$ cat config.mk
export PLATFORM = sky130hd
export DESIGN_NAME = led_current_agc_median_core
export DESIGN_NICKNAME = d
export VERILOG_FILES = /design/src/rtl/core/lcam_pkg.sv /design/src/rtl/core/lcam_median.sv /design/src/rtl/core/led_current_agc_median_core.sv
export VERILOG_INCLUDE_DIRS = /design/src /design/src/rtl/core
export SDC_FILE = /design/constraint.sdc
export NUM_CORES = 2
export LEC_CHECK = 0
export BUFFER_PORTS_ARGS = -buffer_cell sky130_fd_sc_hd__buf_2
export CAP_MARGIN = 20
export CORE_MARGIN = 4
export CORE_UTILIZATION = 45
export CTS_BUF_LIST = sky130_fd_sc_hd__clkbuf_4 sky130_fd_sc_hd__clkbuf_8 sky130_fd_sc_hd__clkbuf_16
export DETAILED_ROUTE_END_ITERATION = 7
export PLACE_DENSITY = 0.58
export SKIP_LAST_GASP = 1
export SYNTH_ARGS = -nofsm -noshare
export SYNTH_HDL_FRONTEND = slang
export SYNTH_SLANG_ARGS = --single-unit
export TNS_END_PERCENT = 5
$ cat constraint.sdc
create_clock -name aclk -period 8.8 [get_ports aclk]
set_input_delay 0.88 -clock aclk [delete_from_list [all_inputs] [get_ports aclk]]
set_output_delay 0.88 -clock aclk [all_outputs]
set_load 0.03 [all_outputs]
$ cat src/rtl/core/assert_macros.svh
// assertion macros shared by the rtl
`ifndef ASSERT_MACROS_SVH
`define ASSERT_MACROS_SVH

// same-cycle implication, held off during reset
`define ASSERT_SAME(label, clk, rstn, ante, cons) \
    label: assert property (@(posedge clk) disable iff (!(rstn)) (ante) |-> (cons)) \
        else $error("same-cycle check failed");

// next-cycle implication, held off during reset
`define ASSERT_NEXT(label, clk, rstn, ante, cons) \
    label: assert property (@(posedge clk) disable iff (!(rstn)) (ante) |=> (cons)) \
        else $error("next-cycle check failed");

`endif

$ cat src/rtl/core/lcam_pkg.sv
// types, constants and helpers for the led current regulator
package lcam_pkg;

    localparam int SAMPLE_W = 16;
    localparam int DC_W     = 20;
    localparam int TIME_W   = 32;
    localparam int CODE_W   = 4;
    localparam int RATIO_W  = 10;
    localparam int CFG_W    = 16;
    localparam int PROD_W   = RATIO_W + DC_W;

    localparam logic [TIME_W-1:0] MAIN_PERIOD_MS    = 32'd500;
    localparam logic [TIME_W-1:0] SUB_PERIOD_MS     = 32'd1000;
    localparam logic [CODE_W-1:0] IR_START_CURRENT  = 4'd8;
    localparam logic [CODE_W-1:0] RED_START_CURRENT = 4'd8;
    localparam logic [CODE_W-1:0] CODE_MAX          = 4'd15;
    localparam logic [DC_W-1:0]   DC_ONE            = 20'd16;

    localparam logic signed [2:0] STEP_BACKOFF = -3'sd3;
    localparam logic signed [2:0] STEP_DOWN2   = -3'sd2;
    localparam logic signed [2:0] STEP_DOWN1   = -3'sd1;
    localparam logic signed [2:0] STEP_NONE    = 3'sd0;
    localparam logic signed [2:0] STEP_UP1     = 3'sd1;
    localparam logic signed [2:0] STEP_UP2     = 3'sd2;

    localparam logic [CFG_W-1:0]   RST_NO_SIGNAL  = 16'd5000;
    localparam logic [CFG_W-1:0]   RST_SATURATION = 16'd60000;
    localparam logic [CFG_W-1:0]   RST_TARGET     = 16'd40000;
    localparam logic [CFG_W-1:0]   RST_BAND_BELOW = 16'd3000;
    localparam logic [CFG_W-1:0]   RST_BAND_ABOVE = 16'd3000;
    localparam logic [CFG_W-1:0]   RST_COARSE     = 16'd10000;
    localparam logic [RATIO_W-1:0] RST_RATIO_FLOOR = 10'd205;
    localparam logic [RATIO_W-1:0] RST_RATIO_CEIL  = 10'd307;

    typedef enum logic [1:0] {
        MODE_FEED    = 2'd0,
        MODE_RUN     = 2'd1,
        MODE_RESTART = 2'd2
    } mode_t;

    typedef enum logic [2:0] {
        CFG_NO_SIGNAL   = 3'd0,
        CFG_SATURATION  = 3'd1,
        CFG_TARGET      = 3'd2,
        CFG_BAND_BELOW  = 3'd3,
        CFG_BAND_ABOVE  = 3'd4,
        CFG_COARSE      = 3'd5,
        CFG_RATIO_FLOOR = 3'd6,
        CFG_RATIO_CEIL  = 3'd7
    } cfg_idx_t;

    typedef enum logic [3:0] {
        ST_IDLE,
        ST_MED_WAIT,
        ST_MAIN_ADJ,
        ST_MUL_FLOOR,
        ST_CMP_FLOOR,
        ST_MUL_CEIL,
        ST_CMP_CEIL,
        ST_EMIT_FIRST,
        ST_EMIT_LAST
    } ctrl_state_t;

    typedef enum logic [2:0] {
        MED_IDLE,
        MED_CAND,
        MED_LOAD,
        MED_SCAN,
        MED_LAST
    } med_state_t;

    typedef struct packed {
        logic wr_en;
        logic clr;
        logic start;
    } med_ctrl_t;

    typedef struct packed {
        logic done;
        logic empty;
    } med_stat_t;

    // add a signed step to a current code, clamped to the code range
    function automatic logic [CODE_W-1:0] code_step(input logic [CODE_W-1:0] code,
                                                    input logic signed [2:0] step);
        logic signed [5:0] sum;
        sum = signed'({2'b00, code}) + signed'({{3{step[2]}}, step});
        if (sum[5]) begin
            return '0;
        end else if (sum > signed'({2'b00, CODE_MAX})) begin
            return CODE_MAX;
        end else begin
            return sum[CODE_W-1:0];
        end
    endfunction

endpackage

$ cat src/rtl/core/lcam_median.sv
// sample window memory and iterative upper median search
module lcam_median #(
    parameter int WINDOW_SIZE = 16
) (
    input  logic                        aclk,
    input  logic                        aresetn,
    input  lcam_pkg::med_ctrl_t         ctrl,
    input  logic [lcam_pkg::SAMPLE_W-1:0] wr_data,
    output lcam_pkg::med_stat_t         stat,
    output logic [lcam_pkg::SAMPLE_W-1:0] median
);
    import lcam_pkg::*;

    localparam int IDX_W = (WINDOW_SIZE > 1) ? $clog2(WINDOW_SIZE) : 1;
    localparam int CNT_W = $clog2(WINDOW_SIZE + 1);

    logic [SAMPLE_W-1:0] mem [WINDOW_SIZE];
    logic [SAMPLE_W-1:0] rd_data_reg;
    logic [IDX_W-1:0]    rd_addr;

    logic [IDX_W-1:0]    wr_idx_reg, wr_idx_next;
    logic [CNT_W-1:0]    fill_reg, fill_next;

    med_state_t          state_reg, state_next;
    logic [IDX_W-1:0]    i_reg, i_next;
    logic [IDX_W-1:0]    j_reg, j_next;
    logic [CNT_W-1:0]    n_reg, n_next;
    logic [CNT_W-1:0]    lt_reg, lt_next;
    logic [CNT_W-1:0]    le_reg, le_next;
    logic                pend_reg, pend_next;
    logic                done_reg, done_next;
    logic [SAMPLE_W-1:0] cand_reg, cand_next;
    logic [SAMPLE_W-1:0] med_reg, med_next;

    logic [CNT_W-1:0]    lt_sum, le_sum, rank;

    always_ff @(posedge aclk) begin
        if (ctrl.wr_en) begin
            mem[wr_idx_reg] <= wr_data;
        end
        rd_data_reg <= mem[rd_addr];
    end

    assign rd_addr = (state_reg == MED_SCAN) ? j_reg : i_reg;
    assign lt_sum  = lt_reg + CNT_W'(pend_reg && (rd_data_reg <  cand_reg));
    assign le_sum  = le_reg + CNT_W'(pend_reg && (rd_data_reg <= cand_reg));
    assign rank    = n_reg >> 1;

    always_comb begin
        wr_idx_next = wr_idx_reg;
        fill_next   = fill_reg;
        if (ctrl.clr) begin
            wr_idx_next = '0;
            fill_next   = '0;
        end else if (ctrl.wr_en) begin
            wr_idx_next = (wr_idx_reg == IDX_W'(WINDOW_SIZE - 1)) ? '0 : wr_idx_reg + 1'b1;
            if (fill_reg < CNT_W'(WINDOW_SIZE)) begin
                fill_next = fill_reg + 1'b1;
            end
        end
    end

    always_comb begin
        state_next = state_reg;
        i_next     = i_reg;
        j_next     = j_reg;
        n_next     = n_reg;
        lt_next    = lt_sum;
        le_next    = le_sum;
        pend_next  = 1'b0;
        done_next  = 1'b0;
        cand_next  = cand_reg;
        med_next   = med_reg;
        unique case (state_reg)
            MED_IDLE: begin
                if (ctrl.start) begin
                    n_next     = fill_reg;
                    i_next     = '0;
                    state_next = MED_CAND;
                end
            end
            MED_CAND: begin
                state_next = MED_LOAD;
            end
            MED_LOAD: begin
                cand_next  = rd_data_reg;
                lt_next    = '0;
                le_next    = '0;
                j_next     = '0;
                state_next = MED_SCAN;
            end
            MED_SCAN: begin
                pend_next = 1'b1;
                if (CNT_W'(j_reg) + 1'b1 == n_reg) begin
                    state_next = MED_LAST;
                end else begin
                    j_next = j_reg + 1'b1;
                end
            end
            MED_LAST: begin
                if ((lt_sum <= rank) && (le_sum > rank)) begin
                    med_next   = cand_reg;
                    done_next  = 1'b1;
                    state_next = MED_IDLE;
                end else begin
                    i_next     = i_reg + 1'b1;
                    state_next = MED_CAND;
                end
            end
        endcase
    end

    always_ff @(posedge aclk) begin
        if (!aresetn) begin
            state_reg  <= MED_IDLE;
            wr_idx_reg <= '0;
            fill_reg   <= '0;
            pend_reg   <= 1'b0;
            done_reg   <= 1'b0;
        end else begin
            state_reg  <= state_next;
            wr_idx_reg <= wr_idx_next;
            fill_reg   <= fill_next;
            pend_reg   <= pend_next;
            done_reg   <= done_next;
        end
    end

    always_ff @(posedge aclk) begin
        i_reg    <= i_next;
        j_reg    <= j_next;
        n_reg    <= n_next;
        lt_reg   <= lt_next;
        le_reg   <= le_next;
        cand_reg <= cand_next;
        med_reg  <= med_next;
    end

    assign stat.done  = done_reg;
    assign stat.empty = (fill_reg == '0);
    assign median     = med_reg;

endmodule

$ cat src/rtl/core/led_current_agc_median_core.sv
// top level of the two-loop led drive current regulator
//
// input channel s_*: one word per item; mode feed stores an ir sample in the
// window, mode run performs a timed control step, mode restart reloads the
// start currents and empties the window. result channel m_*: one word per
// led register write, m_last marks the final write caused by an input word.
// feed gives no result and leaves s_ready high. restart gives one result,
// written from the final-write state once the output register is free. a
// run step that passes the main period with a non-empty window searches the
// window for its upper median by scanning it once per candidate through a
// single memory read port: a candidate fetch, a candidate load, a scan of
// the filled entries and a rank check. then come the hand-off, the loop
// update (a median below the no-signal level ends the step with no result),
// the red/ir ratio test when due, which shares one multiplier between both
// limits, and the result writes. s_ready is high only while no item is in
// progress. a waiting result sits in the output register and words are
// still taken; a stalled receiver holds s_ready low once a further result
// is due. synchronous reset restores the register defaults, the start
// currents, zero timers and an empty window. the user is to write
// configuration only while idle; the block does not enforce it.
module led_current_agc_median_core #(
    parameter int WINDOW_SIZE = 16
) (
    input  logic                            aclk,
    input  logic                            aresetn,

    input  logic                            s_valid,
    output logic                            s_ready,
    input  logic [1:0]                      s_mode,
    input  logic [lcam_pkg::SAMPLE_W-1:0]   s_ir_sample,
    input  logic [lcam_pkg::DC_W-1:0]       s_ir_dc,
    input  logic [lcam_pkg::DC_W-1:0]       s_red_dc,
    input  logic [lcam_pkg::TIME_W-1:0]     s_now_ms,

    output logic                            m_valid,
    input  logic                            m_ready,
    output logic [lcam_pkg::CODE_W-1:0]     m_ir_current,
    output logic [lcam_pkg::CODE_W-1:0]     m_red_current,
    output logic [2*lcam_pkg::CODE_W-1:0]   m_led_config,
    output logic                            m_last,

    input  logic                            cfg_wr_en,
    input  lcam_pkg::cfg_idx_t              cfg_index,
    input  logic [lcam_pkg::CFG_W-1:0]      cfg_wdata
);
    import lcam_pkg::*;

    `include "assert_macros.svh"

    logic [CFG_W-1:0]    no_signal_reg, saturation_reg, target_reg;
    logic [CFG_W-1:0]    band_below_reg, band_above_reg, coarse_reg;
    logic [RATIO_W-1:0]  ratio_floor_reg, ratio_ceil_reg;

    ctrl_state_t         state_reg, state_next;
    logic [CODE_W-1:0]   ir_code_reg, ir_code_next;
    logic [CODE_W-1:0]   red_code_reg, red_code_next;
    logic [TIME_W-1:0]   main_time_reg, main_time_next;
    logic [TIME_W-1:0]   sub_time_reg, sub_time_next;
    logic [DC_W-1:0]     ir_dc_reg, ir_dc_next;
    logic [DC_W-1:0]     red_dc_reg, red_dc_next;
    logic [TIME_W-1:0]   now_reg, now_next;
    logic [PROD_W-1:0]   prod_reg, prod_next;
    logic                red_up_reg, red_up_next;

    logic                m_valid_reg, m_valid_next;
    logic [CODE_W-1:0]   m_ir_reg, m_ir_next;
    logic [CODE_W-1:0]   m_red_reg, m_red_next;
    logic                m_last_reg, m_last_next;

    med_ctrl_t           med_ctrl;
    med_stat_t           med_stat;
    logic [SAMPLE_W-1:0] med_value;

    logic                out_free;
    logic [PROD_W-1:0]   red_scaled;
    logic [RATIO_W-1:0]  mul_coef;
    logic signed [2:0]   main_step;
    logic [CFG_W:0]      med_ext, med_plus_coarse, med_plus_below;
    logic [CFG_W:0]      tgt_ext, tgt_plus_above, tgt_plus_coarse;

    lcam_median #(
        .WINDOW_SIZE (WINDOW_SIZE)
    ) u_median (
        .aclk    (aclk),
        .aresetn (aresetn),
        .ctrl    (med_ctrl),
        .wr_data (s_ir_sample),
        .stat    (med_stat),
        .median  (med_value)
    );

    assign out_free   = !m_valid_reg || m_ready;
    assign red_scaled = {2'b00, red_dc_reg, 8'h00};
    assign mul_coef   = (state_reg == ST_MUL_CEIL) ? ratio_ceil_reg : ratio_floor_reg;

    assign med_ext         = {1'b0, med_value};
    assign med_plus_coarse = med_ext + {1'b0, coarse_reg};
    assign med_plus_below  = med_ext + {1'b0, band_below_reg};
    assign tgt_ext         = {1'b0, target_reg};
    assign tgt_plus_above  = tgt_ext + {1'b0, band_above_reg};
    assign tgt_plus_coarse = tgt_ext + {1'b0, coarse_reg};

    // dead-zone bands around the target
    always_comb begin
        priority if (med_plus_coarse < tgt_ext) begin
            main_step = STEP_UP2;
        end else if (med_plus_below < tgt_ext) begin
            main_step = STEP_UP1;
        end else if (med_ext <= tgt_plus_above) begin
            main_step = STEP_NONE;
        end else if (med_ext <= tgt_plus_coarse) begin
            main_step = STEP_DOWN1;
        end else begin
            main_step = STEP_DOWN2;
        end
    end

    always_comb begin
        state_next     = state_reg;
        ir_code_next   = ir_code_reg;
        red_code_next  = red_code_reg;
        main_time_next = main_time_reg;
        sub_time_next  = sub_time_reg;
        ir_dc_next     = ir_dc_reg;
        red_dc_next    = red_dc_reg;
        now_next       = now_reg;
        prod_next      = prod_reg;
        red_up_next    = red_up_reg;
        m_valid_next   = m_valid_reg && !m_ready;
        m_ir_next      = m_ir_reg;
        m_red_next     = m_red_reg;
        m_last_next    = m_last_reg;
        med_ctrl       = '0;
        s_ready        = (state_reg == ST_IDLE);

        unique case (state_reg)
            ST_IDLE: begin
                if (s_valid) begin
                    unique case (s_mode)
                        MODE_FEED: begin
                            med_ctrl.wr_en = 1'b1;
                        end
                        MODE_RESTART: begin
                            ir_code_next  = IR_START_CURRENT;
                            red_code_next = RED_START_CURRENT;
                            med_ctrl.clr  = 1'b1;
                            state_next    = ST_EMIT_LAST;
                        end
                        MODE_RUN: begin
                            ir_dc_next  = s_ir_dc;
                            red_dc_next = s_red_dc;
                            now_next    = s_now_ms;
                            if (!med_stat.empty
                                && ((s_now_ms - main_time_reg) >= MAIN_PERIOD_MS)) begin
                                main_time_next = s_now_ms;
                                med_ctrl.start = 1'b1;
                                state_next     = ST_MED_WAIT;
                            end
                        end
                        default: begin
                        end
                    endcase
                end
            end
            ST_MED_WAIT: begin
                if (med_stat.done) begin
                    state_next = ST_MAIN_ADJ;
                end
            end
            ST_MAIN_ADJ: begin
                if (med_value < no_signal_reg) begin
                    state_next = ST_IDLE;
                end else begin
                    priority if (med_value >= saturation_reg) begin
                        ir_code_next = code_step(ir_code_reg, STEP_BACKOFF);
                    end else if (red_dc_reg >= {saturation_reg, 4'h0}) begin
                        red_code_next = code_step(red_code_reg, STEP_BACKOFF);
                    end else begin
                        ir_code_next = code_step(ir_code_reg, main_step);
                    end
                    if ((now_reg - sub_time_reg) < SUB_PERIOD_MS) begin
                        state_next = ST_EMIT_LAST;
                    end else begin
                        sub_time_next = now_reg;
                        state_next    = (ir_dc_reg < DC_ONE) ? ST_EMIT_LAST : ST_MUL_FLOOR;
                    end
                end
            end
            ST_MUL_FLOOR: begin
                prod_next  = mul_coef * ir_dc_reg;
                state_next = ST_CMP_FLOOR;
            end
            ST_CMP_FLOOR: begin
                if (red_scaled < prod_reg) begin
                    red_up_next = 1'b1;
                    state_next  = ST_EMIT_FIRST;
                end else begin
                    state_next = ST_MUL_CEIL;
                end
            end
            ST_MUL_CEIL: begin
                prod_next  = mul_coef * ir_dc_reg;
                state_next = ST_CMP_CEIL;
            end
            ST_CMP_CEIL: begin
                if (red_scaled > prod_reg) begin
                    red_up_next = 1'b0;
                    state_next  = ST_EMIT_FIRST;
                end else begin
                    state_next = ST_EMIT_LAST;
                end
            end
            ST_EMIT_FIRST: begin
                if (out_free) begin
                    m_valid_next  = 1'b1;
                    m_ir_next     = ir_code_reg;
                    m_red_next    = red_code_reg;
                    m_last_next   = 1'b0;
                    red_code_next = code_step(red_code_reg,
                                              red_up_reg ? STEP_UP1 : STEP_DOWN1);
                    state_next    = ST_EMIT_LAST;
                end
            end
            ST_EMIT_LAST: begin
                if (out_free) begin
                    m_valid_next = 1'b1;
                    m_ir_next    = ir_code_reg;
                    m_red_next   = red_code_reg;
                    m_last_next  = 1'b1;
                    state_next   = ST_IDLE;
                end
            end
        endcase
    end

    always_ff @(posedge aclk) begin
        if (!aresetn) begin
            state_reg       <= ST_IDLE;
            ir_code_reg     <= IR_START_CURRENT;
            red_code_reg    <= RED_START_CURRENT;
            main_time_reg   <= '0;
            sub_time_reg    <= '0;
            m_valid_reg     <= 1'b0;
            no_signal_reg   <= RST_NO_SIGNAL;
            saturation_reg  <= RST_SATURATION;
            target_reg      <= RST_TARGET;
            band_below_reg  <= RST_BAND_BELOW;
            band_above_reg  <= RST_BAND_ABOVE;
            coarse_reg      <= RST_COARSE;
            ratio_floor_reg <= RST_RATIO_FLOOR;
            ratio_ceil_reg  <= RST_RATIO_CEIL;
        end else begin
            state_reg     <= state_next;
            ir_code_reg   <= ir_code_next;
            red_code_reg  <= red_code_next;
            main_time_reg <= main_time_next;
            sub_time_reg  <= sub_time_next;
            m_valid_reg   <= m_valid_next;
            if (cfg_wr_en) begin
                unique case (cfg_index)
                    CFG_NO_SIGNAL:   no_signal_reg   <= cfg_wdata;
                    CFG_SATURATION:  saturation_reg  <= cfg_wdata;
                    CFG_TARGET:      target_reg      <= cfg_wdata;
                    CFG_BAND_BELOW:  band_below_reg  <= cfg_wdata;
                    CFG_BAND_ABOVE:  band_above_reg  <= cfg_wdata;
                    CFG_COARSE:      coarse_reg      <= cfg_wdata;
                    CFG_RATIO_FLOOR: ratio_floor_reg <= cfg_wdata[RATIO_W-1:0];
                    CFG_RATIO_CEIL:  ratio_ceil_reg  <= cfg_wdata[RATIO_W-1:0];
                endcase
            end
        end
    end

    always_ff @(posedge aclk) begin
        ir_dc_reg  <= ir_dc_next;
        red_dc_reg <= red_dc_next;
        now_reg    <= now_next;
        prod_reg   <= prod_next;
        red_up_reg <= red_up_next;
        m_ir_reg   <= m_ir_next;
        m_red_reg  <= m_red_next;
        m_last_reg <= m_last_next;
    end

    assign m_valid       = m_valid_reg;
    assign m_ir_current  = m_ir_reg;
    assign m_red_current = m_red_reg;
    assign m_led_config  = {m_ir_reg, m_red_reg};
    assign m_last        = m_last_reg;

    // a non-final word is always followed straight away by the final one
    `ASSERT_NEXT(a_pair_follows, aclk, aresetn, m_valid && m_ready && !m_last, m_valid && m_last)

    // only the red current moves between the two words of a pair
    `ASSERT_NEXT(a_pair_ir_held, aclk, aresetn, m_valid && m_ready && !m_last, m_ir_current == $past(m_ir_current))

    // the median search only finishes while the sequencer waits for it
    `ASSERT_SAME(a_med_done_wait, aclk, aresetn, med_stat.done, state_reg == ST_MED_WAIT)

endmodule
==> impl_results.rst <==
.. list-table::
   :header-rows: 1

   * - Metric
     - Value
   * - Part of the Yosys area used for sequential elements
     - 42.0%
   * - Number of nets produced by synthesis
     - 4,526
   * - Clock slew at the register clock pins of the worst setup and hold paths
     - 0.07 ns
   * - Post-route DRC
     - 0
   * - Required time worst endpoint
     - 9.20 ns
   * - Later-pin clock latency in the skew report
     - 0.65 ns
   * - Total of hold buffers inserted after clock tree synthesis
     - 0
   * - Critical Path Max Stage Delay
     - 0.66 ns
   * - Final setup violation count
     - 0
   * - Number of buffers added on ports
     - 132
   * - CP max stage cell
     - sky130_fd_sc_hd__mux2i_2
   * - Largest fanout on the critical path
     - 14
   * - Met1 track utilization from global routing
     - 29.4%
   * - Data arrival, critical path
     - 8.08 ns
   * - Worst min path class
     - primary input to register
   * - CTS buffer count
     - 76
   * - Highest-utilization routing layer at the global route stage
     - met2
   * - Worst Tran Pin Value
     - 1.08 ns
   * - Overall routed net length
     - 102,000 um
   * - Leading cell type in the layout, fill and taps excluded
     - sky130_fd_sc_hd__nand2_1
   * - Relative max-transition margin
     - 28.2%
   * - Max reg flops
     - 256
   * - Global-route wire length before repair
     - 159,000 um
   * - Total Routing Usage GR
     - 21.3%
   * - Io pins
     - 133
   * - Category of the critical setup timing path
     - register to register
   * - DP Cell Count
     - 5,077
   * - Total die area
     - 0.0953 mm2
   * - Standard-cell row count
     - 110
   * - Multi-input gate area in the final layout
     - 0.0217 mm2
   * - EDFF count, synth
     - 413
   * - Horizontal die dimension
     - 309 um
   * - Vias in the first global route
     - 28,098
   * - Number of DRC markers after the initial detailed-route iteration
     - 1,927
   * - Maximum Capacitance Violations
     - 0
   * - Floorplan die height
     - 309 um
   * - Sum of negative setup slack
     - 0 ns
   * - Most area-hungry cell type in the Yosys netlist
     - sky130_fd_sc_hd__edfxtp_1
   * - Most used flip-flop cell after synthesis
     - sky130_fd_sc_hd__edfxtp_1
   * - P&R area growth vs syn
     - 11.1%
   * - Synth Instances
     - 3,897
   * - Highest clock rate
     - 130 MHz
   * - Unrepaired setup endpoints after global routing
     - false
   * - Ratio of total power to cell area
     - 196 mW/mm2
   * - # Post-CTS Setup Buffers
     - 0
   * - Max-slew violation total from the final report
     - 0
   * - Post-synthesis register bit count
     - 646
   * - Total of cells resized after clock tree synthesis
     - 0
   * - Area inside the core boundary
     - 0.0899 mm2
   * - Status
     - complete, no violations
   * - CTS H-Tree Depth
     - 3
   * - Nature of the critical path endpoint
     - register
   * - Ys async rst share
     - 0%
   * - Via-to-Cell Ratio
     - 5.50
   * - Starting density of the core
     - 45.3%
   * - Synth unique cells
     - 91
   * - Worst-case clock buffer depth
     - 3
   * - Count of endpoints failing hold in the final timing report
     - 0
   * - CP Launch Type
     - register
   * - Yosys warns
     - 0
   * - Total number of nets in the final design
     - 4,608
   * - Crit path time final
     - 7.69 ns
   * - Met3 GRT Util
     - 2.90%
   * - Leakage power
     - 18.2 nW
   * - Count of filler cells inserted in the layout
     - 8,252
   * - Mapped Avg Cell Area
     - 10.4 um2
   * - Antenna Violating Nets Remaining
     - 0
   * - Cell area after synthesis
     - 0.0407 mm2
   * - Initial antenna violation count
     - 13
   * - RD Place Congestion
     - 0.868
   * - Most used cell, CP
     - sky130_fd_sc_hd__fa_1
   * - Met2 usage in global routing
     - 34.9%
   * - Estimated wirelength of the detail-placed design
     - 73,000 um
   * - Most used cells in the layout excluding fill and tap cells
     - sky130_fd_sc_hd__nand2_1 (480), sky130_fd_sc_hd__edfxtp_1 (413), sky130_fd_sc_hd__ha_1 (366), sky130_fd_sc_hd__inv_1 (341), sky130_fd_sc_hd__a21oi_1 (237)
   * - Largest net degree at the start of global routing
     - 83
   * - Clock skew after layout
     - 0.0412 ns
   * - Clock Root Buffer
     - sky130_fd_sc_hd__clkbuf_16
   * - Largest voltage drop on the vdd net
     - 0.182 mV
   * - Filler-free cell count of the finished design
     - 5,222
   * - DR pass1 iterations
     - 6
   * - Crit share post-route
     - 87.4%
   * - Total number of vias
     - 28,736
   * - Total power after layout
     - 8.84 mW
   * - Storage element area
     - 0.0171 mm2
   * - Main area contributors after synthesis
     - sky130_fd_sc_hd__edfxtp_1 (30%), sky130_fd_sc_hd__dfxtp_1 (11%), sky130_fd_sc_hd__ha_1 (11%)
   * - CTS sink count
     - 646
   * - Largest register by flop count
     - u_median.mem
   * - Detailed-route wire length per cell
     - 19.5 um
   * - Top-area cell type share of the netlist area
     - 30.5%
   * - Final global-route overflow total
     - 0
   * - Clock tree from TritonCTS
     - built
   * - Share of post-route cells with drive strength above 1
     - 11.6%
-- path summary, 6_finish.rpt --
check	from	to	slack, ns	cells past startpoint
max	state_reg[2]$_SDFFE_PN0P_	prod_reg[29]$_DFFE_PP_	1.11	25
min	s_ir_dc[19]	ir_dc_reg[19]$_DFFE_PP_	0.39	1
max reg2reg	state_reg[2]$_SDFFE_PN0P_	prod_reg[29]$_DFFE_PP_	1.11	25
min reg2reg	u_median.rd_data_reg[0]$_DFF_P_	u_median.cand_reg[0]$_DFFE_PP_	0.43	0
-- power by group --
group / internal [mW] / switching [mW]
logic: 0.898 / 1.26
registers: 3.38 / 0.0660
clock network: 1.91 / 1.33
total: 6.18 / 2.66
-- critical path, delay by kind of cell, from the launching register on --
family	cells	cell delay (ns)
xor+xnor	1	0.12
compound gates	6	1.31
flops	1	0.61
fa+ha+maj	6	2.85
buf+inv	5	0.82
simple gates	6	1.05
mux	1	0.66
-- kinds of logic (layout without fill, tap and decap cells) --
logic type | Yosys count | in the layout | share of synthesized area, %
DFF | 646 | 646 | 42.0
adders and majority gates | 515 | 515 | 18.6
buffers and inverters | 512 | 654 | 5.02
AOI/OAI and AO/OA | 758 | 758 | 12.5
other | 0 | 7 | 0
muxes | 129 | 129 | 5.18
and+or+nand+nor | 1218 | 1218 | 14.2
xor gates and xnor gates | 119 | 119 | 2.56
-- area by class of cell --
class / instances / area share, %
Antenna cell: 7 / 0.0388
Clock buffer: 103 / 4.97
Clock inverter: 35 / 0.834
Inverter: 343 / 2.86
Multi-Input combinational cell: 2739 / 48.1
Sequential cell: 646 / 37.8
Tap cell: 1176 / 3.26
Timing Repair Buffer: 173 / 2.15
-- synth_stat cells, types with 11 or more instances --
master / instances
sky130_fd_sc_hd__nor4_1: 25
sky130_fd_sc_hd__o31ai_2: 30
sky130_fd_sc_hd__buf_1: 11
sky130_fd_sc_hd__nand4_1: 45
sky130_fd_sc_hd__nand2_1: 480
sky130_fd_sc_hd__o21ai_0: 119
sky130_fd_sc_hd__xor2_1: 40
sky130_fd_sc_hd__nor2_1: 205
sky130_fd_sc_hd__mux2i_1: 54
sky130_fd_sc_hd__xnor2_1: 79
sky130_fd_sc_hd__and2_1: 64
sky130_fd_sc_hd__mux4_2: 64
sky130_fd_sc_hd__ha_1: 366
sky130_fd_sc_hd__fa_1: 149
sky130_fd_sc_hd__buf_2: 13
sky130_fd_sc_hd__clkbuf_1: 119
sky130_fd_sc_hd__a21oi_1: 237
sky130_fd_sc_hd__and3_1: 33
sky130_fd_sc_hd__nor2b_1: 93
sky130_fd_sc_hd__inv_1: 341
sky130_fd_sc_hd__o21bai_1: 17
sky130_fd_sc_hd__mux2_2: 11
sky130_fd_sc_hd__nand3_1: 112
sky130_fd_sc_hd__nor3_1: 56
sky130_fd_sc_hd__o21a_1: 38
sky130_fd_sc_hd__dfxtp_1: 233
sky130_fd_sc_hd__nand2b_1: 48
sky130_fd_sc_hd__a211oi_1: 44
sky130_fd_sc_hd__o211ai_1: 33
sky130_fd_sc_hd__or3_1: 11
sky130_fd_sc_hd__a21o_1: 87
sky130_fd_sc_hd__a31oi_1: 26
sky130_fd_sc_hd__edfxtp_1: 413
-- routing by layer --
layer  share of wire (%)  wire (um)
met4                 2.7       2770
met1                  46      46500
met2                  47      48100
met3                 4.1       4170
met5               0.038         39
-- per-stage QoR --
step           util (%)  hold slack [ns]  setup slack [ns]  cell area, um2
6_report           50.3            0.395              1.11           45200
5_1_grt            50.3            0.366             0.605           45200
4_1_cts            50.2            0.346              1.12           45200
3_5_place_dp       47.3            0.415              1.16           42500
3_3_place_gp       47.3            0.415              1.23           42500
2_1_floorplan         -            0.408              1.24           40700
No activity file was read; power rests on OpenSTA's default activity.
